`config.mk`:
```
export PLATFORM = sky130hd
export DESIGN_NAME = gnss_receiver_config_sequencer
export DESIGN_NICKNAME = d
export VERILOG_FILES = /design/src/rtl/core/gnss_cfg_pkg.sv /design/src/rtl/core/gnss_receiver_config_sequencer.sv
export SDC_FILE = /design/constraint.sdc
export NUM_CORES = 1
export LEC_CHECK = 0
export BUFFER_PORTS_ARGS = -buffer_cell sky130_fd_sc_hd__buf_2
export CAP_MARGIN = 20
export CORE_MARGIN = 4
export CORE_UTILIZATION = 45
export CTS_CLUSTER_DIAMETER = 200
export CTS_CLUSTER_SIZE = 30
export DETAILED_ROUTE_END_ITERATION = 16
export PLACE_DENSITY = 0.67
export SYNTH_ARGS = -nofsm -noshare
export SYNTH_HDL_FRONTEND = slang
export SYNTH_SLANG_ARGS = --single-unit
```
`constraint.sdc`:
```
create_clock -name clk -period 16.85 [get_ports clk]
set_clock_uncertainty 0.15 [all_clocks]
set_input_delay 3.37 -clock clk [delete_from_list [all_inputs] [get_ports clk]]
set_output_delay 3.37 -clock clk [all_outputs]
set_load 0.01 [all_outputs]
```
`src/rtl/core/gnss_cfg_pkg.sv`:
```
// ----------------------------------------------------------------------------
// Receiver bring-up sequencer package
// Shared constants, mode, command and register codes, and the baud candidate walk table.
// ----------------------------------------------------------------------------
package gnss_cfg_pkg;

	localparam logic [3:0] SENTENCE_COUNT     = 4'd4;
	localparam logic [3:0] RATE_CANDIDATES    = 4'd4;
	localparam logic [2:0] TARGET_RATE_INDEX  = 3'd3;
	localparam logic [2:0] DEFAULT_RATE_INDEX = 3'd0;
	localparam logic [1:0] FACTORY_KIND       = 2'd3;

	typedef enum logic [3:0] {
		MODE_IDLE        = 4'd0,
		MODE_RESTARTING  = 4'd1,
		MODE_WAKING      = 4'd2,
		MODE_IDENTIFYING = 4'd3,
		MODE_SENDING     = 4'd4,
		MODE_VERIFYING   = 4'd5,
		MODE_CONFIRMING  = 4'd6,
		MODE_READY       = 4'd7,
		MODE_DEGRADED    = 4'd8
	} mode_t;

	typedef enum logic [2:0] {
		CMD_NONE     = 3'd0,
		CMD_WAKE     = 3'd1,
		CMD_IDENTIFY = 3'd2,
		CMD_CONFIG   = 3'd3,
		CMD_RAISE    = 3'd4,
		CMD_RESTART  = 3'd5,
		CMD_GSV_ON   = 3'd6,
		CMD_GSV_OFF  = 3'd7
	} cmd_t;

	typedef enum logic [2:0] {
		REG_COMMAND_GAP     = 3'd0,
		REG_WAKE_DELAY      = 3'd1,
		REG_IDENTIFY_WINDOW = 3'd2,
		REG_VERIFY_WINDOW   = 3'd3,
		REG_RESTART_SETTLE  = 3'd4,
		REG_MIN_UPDATES     = 3'd5,
		REG_MAX_ATTEMPTS    = 3'd6,
		REG_RATE_SETTABLE   = 3'd7
	} cfg_reg_t;

	localparam logic [2:0] RATE_WALK [8] = '{
		3'((0 + 1) % int'(RATE_CANDIDATES)), 3'((1 + 1) % int'(RATE_CANDIDATES)),
		3'((2 + 1) % int'(RATE_CANDIDATES)), 3'((3 + 1) % int'(RATE_CANDIDATES)),
		3'((4 + 1) % int'(RATE_CANDIDATES)), 3'((5 + 1) % int'(RATE_CANDIDATES)),
		3'((6 + 1) % int'(RATE_CANDIDATES)), 3'((7 + 1) % int'(RATE_CANDIDATES))
	};

endpackage

```
`src/rtl/core/gnss_receiver_config_sequencer.sv`:
```
// Pipeline: a tick is taken into the input register, and its result is loaded into the
// result register once that register is empty or not stalled, and is offered from there.
// Throughput: one tick per cycle while the result output is not stalled; the state update completes within that cycle.
// Reset: arst_n clears all sequencer state to idle and loads the default register
// values; no clearing pass is needed, the block accepts ticks right after reset.
// ----------------------------------------------------------------------------
// Receiver bring-up sequencer
// Steps the wake, identify, configure, verify and baud raise sequence of a
// serial satellite receiver, one command at most per service tick.
// ----------------------------------------------------------------------------
module gnss_receiver_config_sequencer (
	input  logic        clk,
	input  logic        arst_n,

	input  logic        cfg_valid,
	output logic        cfg_ready,
	input  logic [2:0]  cfg_index,
	input  logic [15:0] cfg_data,

	input  logic        item_valid,
	output logic        item_stall,
	input  logic        action,
	input  logic [31:0] now_ms,
	input  logic [31:0] update_count,
	input  logic [31:0] unrequested_count,
	input  logic        identified,
	input  logic [1:0]  restart_kind,
	input  logic        gsv_wanted,

	output logic        result_valid,
	input  logic        result_stall,
	output logic [2:0]  command,
	output logic [3:0]  command_arg,
	output logic        clear_validity,
	output logic [3:0]  mode,
	output logic [2:0]  rate_index,
	output logic [3:0]  attempt_count
);

	logic [15:0] command_gap_q;
	logic [15:0] wake_delay_q;
	logic [15:0] identify_window_q;
	logic [15:0] verify_window_q;
	logic [15:0] restart_settle_q;
	logic [7:0]  min_updates_q;
	logic [3:0]  max_attempts_q;
	logic        rate_settable_q;

	logic        valid_s1;
	logic        action_s1;
	logic [31:0] now_s1;
	logic [31:0] upd_s1;
	logic [31:0] unreq_s1;
	logic        ident_s1;
	logic [1:0]  kind_s1;
	logic        want_s1;

	logic        valid_s2;
	gnss_cfg_pkg::cmd_t  cmd_s2;
	logic [3:0]  arg_s2;
	logic        clear_s2;
	gnss_cfg_pkg::mode_t mode_s2;
	logic [2:0]  rate_s2;
	logic [3:0]  attempts_s2;

	gnss_cfg_pkg::mode_t mode_q, mode_d;
	logic [3:0]  next_sentence_q, next_sentence_d;
	logic [31:0] last_send_q, last_send_d;
	logic [31:0] verify_start_q, verify_start_d;
	logic [31:0] verify_upd_q, verify_upd_d;
	logic [31:0] verify_unreq_q, verify_unreq_d;
	logic [3:0]  attempts_q, attempts_d;
	logic [2:0]  rate_q, rate_d;
	logic [3:0]  rates_tried_q, rates_tried_d;
	logic [2:0]  rate_before_q, rate_before_d;
	logic        pend_valid_q, pend_valid_d;
	logic [1:0]  pend_kind_q, pend_kind_d;
	logic        gsv_q, gsv_d;

	gnss_cfg_pkg::cmd_t cmd_d;
	logic [3:0]  arg_d;
	logic        clear_d;

	logic        advance;
	logic [31:0] since_send;
	logic [31:0] since_verify;
	logic [31:0] upd_delta;
	logic        verify_fail;
	logic        walk_ok;
	logic        raise_ok;
	logic        default_ok;
	logic        before_ok;

	assign cfg_ready  = 1'b1;
	assign advance    = valid_s1 && (!valid_s2 || !result_stall);
	assign item_stall = valid_s1 && valid_s2 && result_stall;

	always_ff @(posedge clk or negedge arst_n) begin
		if (!arst_n) begin
			command_gap_q     <= 16'd100;
			wake_delay_q      <= 16'd500;
			identify_window_q <= 16'd1000;
			verify_window_q   <= 16'd3000;
			restart_settle_q  <= 16'd2000;
			min_updates_q     <= 8'd2;
			max_attempts_q    <= 4'd3;
			rate_settable_q   <= 1'b1;
		end else if (cfg_valid && cfg_ready) begin
			case (cfg_index)
				gnss_cfg_pkg::REG_COMMAND_GAP:     command_gap_q     <= cfg_data;
				gnss_cfg_pkg::REG_WAKE_DELAY:      wake_delay_q      <= cfg_data;
				gnss_cfg_pkg::REG_IDENTIFY_WINDOW: identify_window_q <= cfg_data;
				gnss_cfg_pkg::REG_VERIFY_WINDOW:   verify_window_q   <= cfg_data;
				gnss_cfg_pkg::REG_RESTART_SETTLE:  restart_settle_q  <= cfg_data;
				gnss_cfg_pkg::REG_MIN_UPDATES:     min_updates_q     <= cfg_data[7:0];
				gnss_cfg_pkg::REG_MAX_ATTEMPTS:    max_attempts_q    <= cfg_data[3:0];
				gnss_cfg_pkg::REG_RATE_SETTABLE:   rate_settable_q   <= cfg_data[0];
				default: begin
				end
			endcase
		end
	end

	always_ff @(posedge clk or negedge arst_n) begin
		if (!arst_n) begin
			valid_s1 <= 1'b0;
		end else if (!item_stall) begin
			valid_s1 <= item_valid;
		end
	end

	always_ff @(posedge clk) begin
		if (item_valid && !item_stall) begin
			action_s1 <= action;
			now_s1    <= now_ms;
			upd_s1    <= update_count;
			unreq_s1  <= unrequested_count;
			ident_s1  <= identified;
			kind_s1   <= restart_kind;
			want_s1   <= gsv_wanted;
		end
	end

	assign since_send   = now_s1 - last_send_q;
	assign since_verify = now_s1 - verify_start_q;
	assign upd_delta    = upd_s1 - verify_upd_q;
	assign verify_fail  = (upd_delta < {24'd0, min_updates_q}) || (unreq_s1 != verify_unreq_q);
	assign walk_ok      = (rates_tried_q < gnss_cfg_pkg::RATE_CANDIDATES) && rate_settable_q;
	assign raise_ok     = (rate_q != gnss_cfg_pkg::TARGET_RATE_INDEX) && rate_settable_q
		&& ({1'b0, gnss_cfg_pkg::TARGET_RATE_INDEX} < gnss_cfg_pkg::RATE_CANDIDATES);
	assign default_ok   = rate_settable_q
		&& ({1'b0, gnss_cfg_pkg::DEFAULT_RATE_INDEX} < gnss_cfg_pkg::RATE_CANDIDATES);
	assign before_ok    = rate_settable_q
		&& ({1'b0, rate_before_q} < gnss_cfg_pkg::RATE_CANDIDATES);

	always_comb begin
		logic [3:0] ns_base;
		logic       do_send;
		logic [3:0] ns_next;
		cmd_d           = gnss_cfg_pkg::CMD_NONE;
		arg_d           = 4'd0;
		clear_d         = 1'b0;
		mode_d          = mode_q;
		next_sentence_d = next_sentence_q;
		last_send_d     = last_send_q;
		verify_start_d  = verify_start_q;
		verify_upd_d    = verify_upd_q;
		verify_unreq_d  = verify_unreq_q;
		attempts_d      = attempts_q;
		rate_d          = rate_q;
		rates_tried_d   = rates_tried_q;
		rate_before_d   = rate_before_q;
		pend_valid_d    = pend_valid_q;
		pend_kind_d     = pend_kind_q;
		gsv_d           = gsv_q;
		ns_base         = next_sentence_q;
		do_send         = 1'b0;
		ns_next         = 4'd0;
		if (action_s1) begin
			pend_valid_d = 1'b1;
			pend_kind_d  = kind_s1;
		end else if (pend_valid_q) begin
			cmd_d        = gnss_cfg_pkg::CMD_RESTART;
			arg_d        = {2'b00, pend_kind_q};
			last_send_d  = now_s1;
			pend_valid_d = 1'b0;
			if (pend_kind_q == gnss_cfg_pkg::FACTORY_KIND) begin
				clear_d = 1'b1;
				if (default_ok) begin
					rate_d = gnss_cfg_pkg::DEFAULT_RATE_INDEX;
				end
				mode_d = gnss_cfg_pkg::MODE_RESTARTING;
			end
		end else begin
			case (mode_q)
				gnss_cfg_pkg::MODE_IDLE: begin
					attempts_d  = 4'd1;
					cmd_d       = gnss_cfg_pkg::CMD_WAKE;
					last_send_d = now_s1;
					mode_d      = gnss_cfg_pkg::MODE_WAKING;
				end
				gnss_cfg_pkg::MODE_RESTARTING: begin
					if (since_send >= {16'd0, restart_settle_q}) begin
						attempts_d  = 4'd1;
						cmd_d       = gnss_cfg_pkg::CMD_WAKE;
						last_send_d = now_s1;
						mode_d      = gnss_cfg_pkg::MODE_WAKING;
					end
				end
				gnss_cfg_pkg::MODE_WAKING: begin
					if (since_send >= {16'd0, wake_delay_q}) begin
						cmd_d       = gnss_cfg_pkg::CMD_IDENTIFY;
						last_send_d = now_s1;
						mode_d      = gnss_cfg_pkg::MODE_IDENTIFYING;
					end
				end
				gnss_cfg_pkg::MODE_IDENTIFYING: begin
					if (ident_s1 || since_send >= {16'd0, identify_window_q}) begin
						gsv_d   = 1'b0;
						mode_d  = gnss_cfg_pkg::MODE_SENDING;
						ns_base = 4'd0;
						do_send = 1'b1;
					end
				end
				gnss_cfg_pkg::MODE_SENDING: begin
					if (since_send >= {16'd0, command_gap_q}) begin
						do_send = 1'b1;
					end
				end
				gnss_cfg_pkg::MODE_VERIFYING: begin
					if (since_verify >= {16'd0, verify_window_q}) begin
						if (verify_fail) begin
							if (upd_s1 == verify_upd_q && walk_ok) begin
								rate_d        = gnss_cfg_pkg::RATE_WALK[rate_q];
								rates_tried_d = rates_tried_q + 4'd1;
								attempts_d    = 4'd1;
								cmd_d         = gnss_cfg_pkg::CMD_WAKE;
								last_send_d   = now_s1;
								mode_d        = gnss_cfg_pkg::MODE_WAKING;
							end else if (attempts_q >= max_attempts_q) begin
								mode_d = gnss_cfg_pkg::MODE_DEGRADED;
							end else begin
								attempts_d  = attempts_q + 4'd1;
								cmd_d       = gnss_cfg_pkg::CMD_WAKE;
								last_send_d = now_s1;
								mode_d      = gnss_cfg_pkg::MODE_WAKING;
							end
						end else begin
							verify_start_d = now_s1;
							verify_upd_d   = upd_s1;
							verify_unreq_d = unreq_s1;
							if (raise_ok) begin
								rate_before_d = rate_q;
								cmd_d         = gnss_cfg_pkg::CMD_RAISE;
								last_send_d   = now_s1;
								rate_d        = gnss_cfg_pkg::TARGET_RATE_INDEX;
								mode_d        = gnss_cfg_pkg::MODE_CONFIRMING;
							end else begin
								mode_d = gnss_cfg_pkg::MODE_READY;
							end
						end
					end
				end
				gnss_cfg_pkg::MODE_CONFIRMING: begin
					if (upd_s1 != verify_upd_q) begin
						mode_d = gnss_cfg_pkg::MODE_READY;
					end else if (since_verify >= {16'd0, verify_window_q}) begin
						if (before_ok) begin
							rate_d = rate_before_q;
						end
						mode_d = gnss_cfg_pkg::MODE_READY;
					end
				end
				default: begin
				end
			endcase
			if (do_send) begin
				ns_next         = ns_base + 4'd1;
				cmd_d           = gnss_cfg_pkg::CMD_CONFIG;
				arg_d           = ns_base;
				last_send_d     = now_s1;
				next_sentence_d = ns_next;
				if (ns_next >= gnss_cfg_pkg::SENTENCE_COUNT) begin
					mode_d         = gnss_cfg_pkg::MODE_VERIFYING;
					verify_start_d = now_s1;
					verify_upd_d   = upd_s1;
					verify_unreq_d = unreq_s1;
				end
			end
			if (mode_d == gnss_cfg_pkg::MODE_READY && gsv_q != want_s1) begin
				cmd_d       = want_s1 ? gnss_cfg_pkg::CMD_GSV_ON : gnss_cfg_pkg::CMD_GSV_OFF;
				arg_d       = 4'd0;
				last_send_d = now_s1;
				gsv_d       = want_s1;
			end
		end
	end

	always_ff @(posedge clk or negedge arst_n) begin
		if (!arst_n) begin
			mode_q          <= gnss_cfg_pkg::MODE_IDLE;
			next_sentence_q <= 4'd0;
			last_send_q     <= 32'd0;
			verify_start_q  <= 32'd0;
			verify_upd_q    <= 32'd0;
			verify_unreq_q  <= 32'd0;
			attempts_q      <= 4'd0;
			rate_q          <= gnss_cfg_pkg::DEFAULT_RATE_INDEX;
			rates_tried_q   <= 4'd0;
			rate_before_q   <= 3'd0;
			pend_valid_q    <= 1'b0;
			pend_kind_q     <= 2'd0;
			gsv_q           <= 1'b0;
		end else if (advance) begin
			mode_q          <= mode_d;
			next_sentence_q <= next_sentence_d;
			last_send_q     <= last_send_d;
			verify_start_q  <= verify_start_d;
			verify_upd_q    <= verify_upd_d;
			verify_unreq_q  <= verify_unreq_d;
			attempts_q      <= attempts_d;
			rate_q          <= rate_d;
			rates_tried_q   <= rates_tried_d;
			rate_before_q   <= rate_before_d;
			pend_valid_q    <= pend_valid_d;
			pend_kind_q     <= pend_kind_d;
			gsv_q           <= gsv_d;
		end
	end

	always_ff @(posedge clk or negedge arst_n) begin
		if (!arst_n) begin
			valid_s2 <= 1'b0;
		end else if (advance) begin
			valid_s2 <= 1'b1;
		end else if (!result_stall) begin
			valid_s2 <= 1'b0;
		end
	end

	always_ff @(posedge clk) begin
		if (advance) begin
			cmd_s2      <= cmd_d;
			arg_s2      <= arg_d;
			clear_s2    <= clear_d;
			mode_s2     <= mode_d;
			rate_s2     <= rate_d;
			attempts_s2 <= attempts_d;
		end
	end

	assign result_valid   = valid_s2;
	assign command        = cmd_s2;
	assign command_arg    = arg_s2;
	assign clear_validity = clear_s2;
	assign mode           = mode_s2;
	assign rate_index     = rate_s2;
	assign attempt_count  = attempts_s2;

`ifndef SYNTHESIS
	assert property (@(posedge clk) disable iff (!arst_n)
		valid_s2 && clear_s2 |-> cmd_s2 == gnss_cfg_pkg::CMD_RESTART
			&& arg_s2 == {2'b00, gnss_cfg_pkg::FACTORY_KIND})
		else $error("validity clear without a factory restart command");

	assert property (@(posedge clk) disable iff (!arst_n)
		({1'b0, rate_q} < gnss_cfg_pkg::RATE_CANDIDATES)
			|| (rate_q == gnss_cfg_pkg::DEFAULT_RATE_INDEX))
		else $error("baud index is neither a candidate nor the default");

	assert property (@(posedge clk) disable iff (!arst_n)
		rates_tried_q <= gnss_cfg_pkg::RATE_CANDIDATES)
		else $error("baud walk went past the candidate count");

	assert property (@(posedge clk) disable iff (!arst_n)
		mode_q == gnss_cfg_pkg::MODE_SENDING |-> next_sentence_q < gnss_cfg_pkg::SENTENCE_COUNT)
		else $error("sending mode with no sentence left");

	assert property (@(posedge clk) disable iff (!arst_n)
		advance && action_s1 |=> pend_valid_q && (pend_kind_q == $past(kind_s1)))
		else $error("restart request transfer was not recorded");
`endif

endmodule

```
### Word level (Yosys, flattened, before mapping)

Memories as Yosys holds them, arrays and structs flattened.
Cells that the tools add are included.

* register bits: 369
* input port bits: 125
* output and inout bits: 22
* memory bits (read-only): 24
* memories kept: 1

* equality and inequality tests: 26
* mux-type cells: 97
* add/subtract/negate cells: 6
* reduce and logical (&&, ||, !) cells: 38
* bitwise gates (word level): 5
* $lt $le $gt $ge: 11

Memories
* (name not given): depth 8, width 3, read ports 1, clocked after Yosys merged registers in 0, wr ports 0, RTL line gnss_receiver_config_sequencer.sv:234 `rate_d = gnss_cfg_pkg::RATE_WALK[rate_q];`

Operators by type and width (count)
* 2-to-1 mux 32 bit: 25
* greater-or-equal comparator 32 x 16 -> 1 bit: 5
* one-hot mux 32 bit (4 select lines): 1
* 2-to-1 mux 4 bit: 27
* subtractor 32 bit: 3
* != test 32 bit: 2
* 2-to-1 mux 3 bit: 19
* equality test 32 bit: 1
* < comparator 32 x 8 -> 1 bit: 1
* one-hot mux 4 bit (6 select lines): 1
* AND reduction 2 bit: 9
* equality test 4 x 3 -> 1 bit (second input constant): 4
* 2-to-1 mux 1 bit: 16
* != test 5 bit (second input constant): 3
* AND reduction 7 bit: 2
* adder 4 x 1 -> 4 bit (second input constant): 3
* equality test 3 bit (second input constant): 4
* one-hot mux 3 bit (4 select lines): 1
* one-hot mux 4 bit (3 select lines): 1
* logical AND 1 bit: 9
* equality test 4 x 2 -> 1 bit (second input constant): 2
* 2-to-1 mux 2 bit: 4
* AND reduction 8 bit: 1
* != test 7 bit (second input constant): 1
* other kinds (28): 38

### Longest topological paths before layout

* depth in word-level cells: 17
* mapped depth: 29

### Worst setup path after synthesis

OpenSTA, ideal clock, no wires.

* path type: input to output
* start point: input port result_stall
* end point: output port item_stall
* arrival time: 3.556 ns
* path buffers: 0
* required time: 13.330 ns
* path slack: 9.774 ns
* stages: 2
* cell sequence: nand3_1 inv_1

* longest elaborated chain between the ends: 1

Ends and longest elaborated chain
* start: declaration: RTL line gnss_receiver_config_sequencer.sv:31 `input logic result_stall,`
* logical AND 1 bit: RTL line gnss_receiver_config_sequencer.sv:96 `assign item_stall = valid_s1 && valid_s2 && result_stall;`
* end: declaration: RTL line gnss_receiver_config_sequencer.sv:21 `output logic item_stall,`

No other way between the ends.

### Final worst setup path

* start point: register now_s1[1]
* end point: register verify_unreq_q[30]

* longest elaborated chain between the ends: 11
* elaborated cells between the ends (all ways): 21
* classes of those cells: 3 x add/sub; 4 x order compare; 13 x mux; 1 x reduce/logical

Ends and longest elaborated chain
* start: declaration: RTL line gnss_receiver_config_sequencer.sv:51 `logic [31:0] now_s1;`
* start signal: assignment: RTL line gnss_receiver_config_sequencer.sv:135 `now_s1 <= now_ms;`
* subtractor 32 bit: RTL line gnss_receiver_config_sequencer.sv:144 `assign since_send = now_s1 - last_send_q;`
* greater-or-equal comparator 32 x 16 -> 1 bit: RTL line gnss_receiver_config_sequencer.sv:218 `if (ident_s1 || since_send >= {16'd0, identify_window_q}) begin`
* logical OR 1 bit: RTL line gnss_receiver_config_sequencer.sv:218
* 2-to-1 mux 4 bit: RTL line gnss_receiver_config_sequencer.sv:218
* 2-to-1 mux 4 bit: RTL line gnss_receiver_config_sequencer.sv:195 `case (mode_q)`
* 2-to-1 mux 4 bit: RTL line gnss_receiver_config_sequencer.sv:182 `end else if (pend_valid_q) begin`
* 2-to-1 mux 4 bit: RTL line gnss_receiver_config_sequencer.sv:179 `if (action_s1) begin`
* adder 4 x 1 -> 4 bit: RTL line gnss_receiver_config_sequencer.sv:278 `ns_next = ns_base + 4'd1;`
* greater-or-equal comparator 4 x 3 -> 1 bit: RTL line gnss_receiver_config_sequencer.sv:283 `if (ns_next >= gnss_cfg_pkg::SENTENCE_COUNT) begin`
* 2-to-1 mux 32 bit: RTL line gnss_receiver_config_sequencer.sv:283
* 2-to-1 mux 32 bit (*): RTL line gnss_receiver_config_sequencer.sv:277 `if (do_send) begin`
* end signal: assignment: RTL line gnss_receiver_config_sequencer.sv:320 `verify_unreq_q <= verify_unreq_d;`
* end: declaration: RTL line gnss_receiver_config_sequencer.sv:71 `logic [31:0] verify_unreq_q, verify_unreq_d;`

Mark *: on every way between the ends. The rest lies on a longest branch, timed or not. The select of a mux whose other input is x is not followed.
A chain may end at the register's enable or synchronous reset.

==> key figures <==
CTS
  – Clock transition at the registers of the reported paths: 0.12 ns
  – Cts bufs inserted: 16
  – Clock root cell: clkbuf_16
  – Clock Sink Count: 369
  – Post-cts sizing count: 0
  – H-tree levels: 1
  – Clock buffer depth: 3
  – Post-CTS Setup Inserts: 0
  – TritonCTS clock tree: yes
  – # hold bufs at CTS: 0
  – Clock latency on the worst-skew pair: 0.56 ns

Yosys
  – Synth Area per Inst: 10.1 um^2
  – Flop and latch count out of synthesis: 369
  – YS warnings: 0
  – Synthesized area: 23100 um^2
  – Post-synth EDFFs: 120
  – Ys async rst share: 67.5%
  – Post-Syn Instances: 2299
  – Sequential fraction of the synthesis area: 42.7%
  – Post-synth cell types: 95
  – Post-Syn Nets: 2617
  – Ys flop type: dfrtp_1

Global route
  – GRT overflow: 0
  – First-pass GRT wire length: 94600 um
  – Initial antenna violation count: 3
  – Vias in the first global route: 17390
  – GRT Util Overall: 20.7%
  – Pin count of the biggest net entering global routing: 127

Die
  – Initial Utilization: 45.8%
  – Full die area: 55100 um^2
  – Top Ports: 147
  – Chip height: 235 um
  – Row count: 82
  – Die Width: 235 um
  – Core Area: 50500 um^2

Finish
  – Finished Cell Area: 25000 um^2
  – Nets: 2720
  – Layout cells sized above 1: 16.8%
  – Final Util: 49.6%
  – Non-filler cells in the finished layout: 3085
  – Layout area overhead: 8.27%

Power
  – PD cells: 142 nW/um^2
  – Leak: 0.0109 uW
  – VDD IR max: 0.000114 V

STA
  – Peak Freq: 134 MHz
  – Max-slew violation count: 0
  – Setup TNS Final: 0 ns
  – Finish-stage setup viols: 0
  – Least-Margin Pin Slew: 1.02 ns
  – RSZ-0062 raised after global routing: false
  – Tcrit/Tclk final: 44.1%
  – Final setup margin: 9.41 ns
  – Post-layout minimum cycle time: 7.44 ns
  – Max_slew headroom: 31.1%
  – Fin. Hold Viols: 0

Routing
  – Drt pass-1 iters: 7
  – Final ANT Viol Nets: 0
  – First DRT Iteration DRCs: 1196
  – Total routed wirelength: 58900 um
  – Via Count: 17594
  – Vias per cell: 5.70
  – Wire per inst: 19.1 um
  – Drt drc: 0

Hold path
  – Worst hold path class: reg2reg

Critical path
  – Crit-path max FO: 68
  – Kind of critical path: reg2reg
  – Worst EP required: 17.13 ns
  – Worst EP arrival: 7.72 ns
  – Setup crit end kind: flop
  – Critical Path Start Type: flop

Flow run
  – Max Cap Violations: 0

Place
  – Port bufs: 145
  – Hpwl dp: 45700 um
  – Place WS: 9.51 ns
  – RD Place Congestion: 0.944
  – Cell Area, Placed: 24500 um^2
  – Cells after DPL: 3056

Status
  – Status: complete, no violations
==> cell type report <==
class | instances | area [um^2]
Timing Repair Buffer | 163 | 876
Clock buffer | 27 | 463
Sequential cell | 369 | 9870
Inverter | 212 | 796
Antenna cell | 1 | 2.50
Fill cell | 4714 | 25400
Multi-Input combinational cell | 1640 | 12200
Tap cell | 672 | 841
Clock inverter | 1 | 30.0
==> metal layers <==
layer  global-route usage (%)  wire length [um]
met2                     34.2             27200
met5                        0                20
met3                     2.33              2490
met4                     4.92              1430
met1                     29.3             27700
==> cell usage in the layout (no fill, tap or decap), drive strengths merged, types with 54 or more instances in the layout <==
| cell | count |
|---|---|
| dfrtp | 217 |
| inv | 212 |
| nand2 | 201 |
| ha | 190 |
| mux2 | 171 |
| buf | 163 |
| a21oi | 161 |
| o21ai | 159 |
| edfxtp | 120 |
| nor2 | 111 |
| xnor2 | 69 |
| nand4 | 54 |
==> cells by family after synthesis <==
kind of cell / share of synthesized area, %
mux: 9.36
other cells: 0.0162
compound gates: 16.0
buf+inv: 4.87
flops: 42.7
xor+xnor: 3.48
fa+ha+maj: 10.5
simple gates: 13.0
==> state kept, by name, summed over array words and instances, names as in the netlist, 8 cells and up <==
register and cells:
wake_delay_q 16, upd_s1 32, verify_upd_q 32, command_gap_q 16, verify_unreq_q 32, min_updates_q 8, verify_start_q 32, unreq_s1 32
last_send_q 32, identify_window_q 16, verify_window_q 16, restart_settle_q 16, now_s1 32
==> report_power, final <==
group | internal (uW) | switching [uW]
Sequential | 1100 | 103
Clock | 195 | 290
Combinational | 774 | 1100
Total | 2070 | 1490
==> synth_stat cells, drive strengths merged, types with 24 or more instances <==
library cell  count  area share (%)
nand2           201             3.3
nand2b           30            0.81
nand4            54             1.5
a21o             47             1.5
nor3             35            0.80
dfrtp           217              23
edfxtp          120              16
ha              190              10
inv             212             3.4
nand3            34            0.74
o21ai           159             3.5
xnor2            69             2.6
o211ai           25            0.81
nor4             24            0.87
mux2            171             8.8
nor2            111             1.8
dfstp            32             3.6
a21oi           161             3.5
clkbuf           65             1.1
==> per-stage QoR <==
| step | total power [uW] | hold slack [ns] |
|---|---|---|
| 3_5_place_dp | 3070 | 0.248 |
| 4_1_cts | 3570 | 0.274 |
| 5_1_grt | 3860 | 0.302 |
| 3_3_place_gp | 3030 | 0.242 |
| 6_report | 3560 | 0.276 |
| 2_1_floorplan | 2570 | 0.302 |
==> path summary, 6_finish.rpt <==
check | slack, ns | endpoint | cells after the start | start
hold reg to reg | 0.28 | rates_tried_q[3] | 0 | rates_tried_q[3]
setup / recovery | 9.41 | verify_unreq_q[30] | 26 | now_s1[1]
setup reg to reg | 9.41 | verify_unreq_q[30] | 26 | now_s1[1]
min in group asynchronous | 2.76 | identify_window_q[1] | 1 | arst_n
max in group asynchronous | 12.25 | verify_upd_q[24] | 2 | arst_n
hold / removal | 0.28 | rates_tried_q[3] | 0 | rates_tried_q[3]
==> worst max-delay path, stage by stage (launching register included) <==
cell and delay, ns:
edfxtp_1 0.45, ha_1 0.31, nor2b_1 0.14, o2111a_1 0.27, or2_2 0.31, a21o_1 0.18, a21o_1 0.20, a21oi_1 0.17
o21bai_1 0.09, xor2_1 0.43, ha_1 0.35, a21o_1 0.19, a21o_1 0.17, a21oi_1 0.14, o211a_1 0.15, o41ai_1 0.07
buf_4 0.17, nor4_4 0.35, nor2_2 0.16, nor2b_1 0.15, ha_1 0.25, or2_2 0.14, a21o_1 0.12, a32oi_1 0.13
nor2_4 0.71, buf_4 0.79, mux2_2 0.42
No activity file was read; power rests on OpenSTA's default activity.
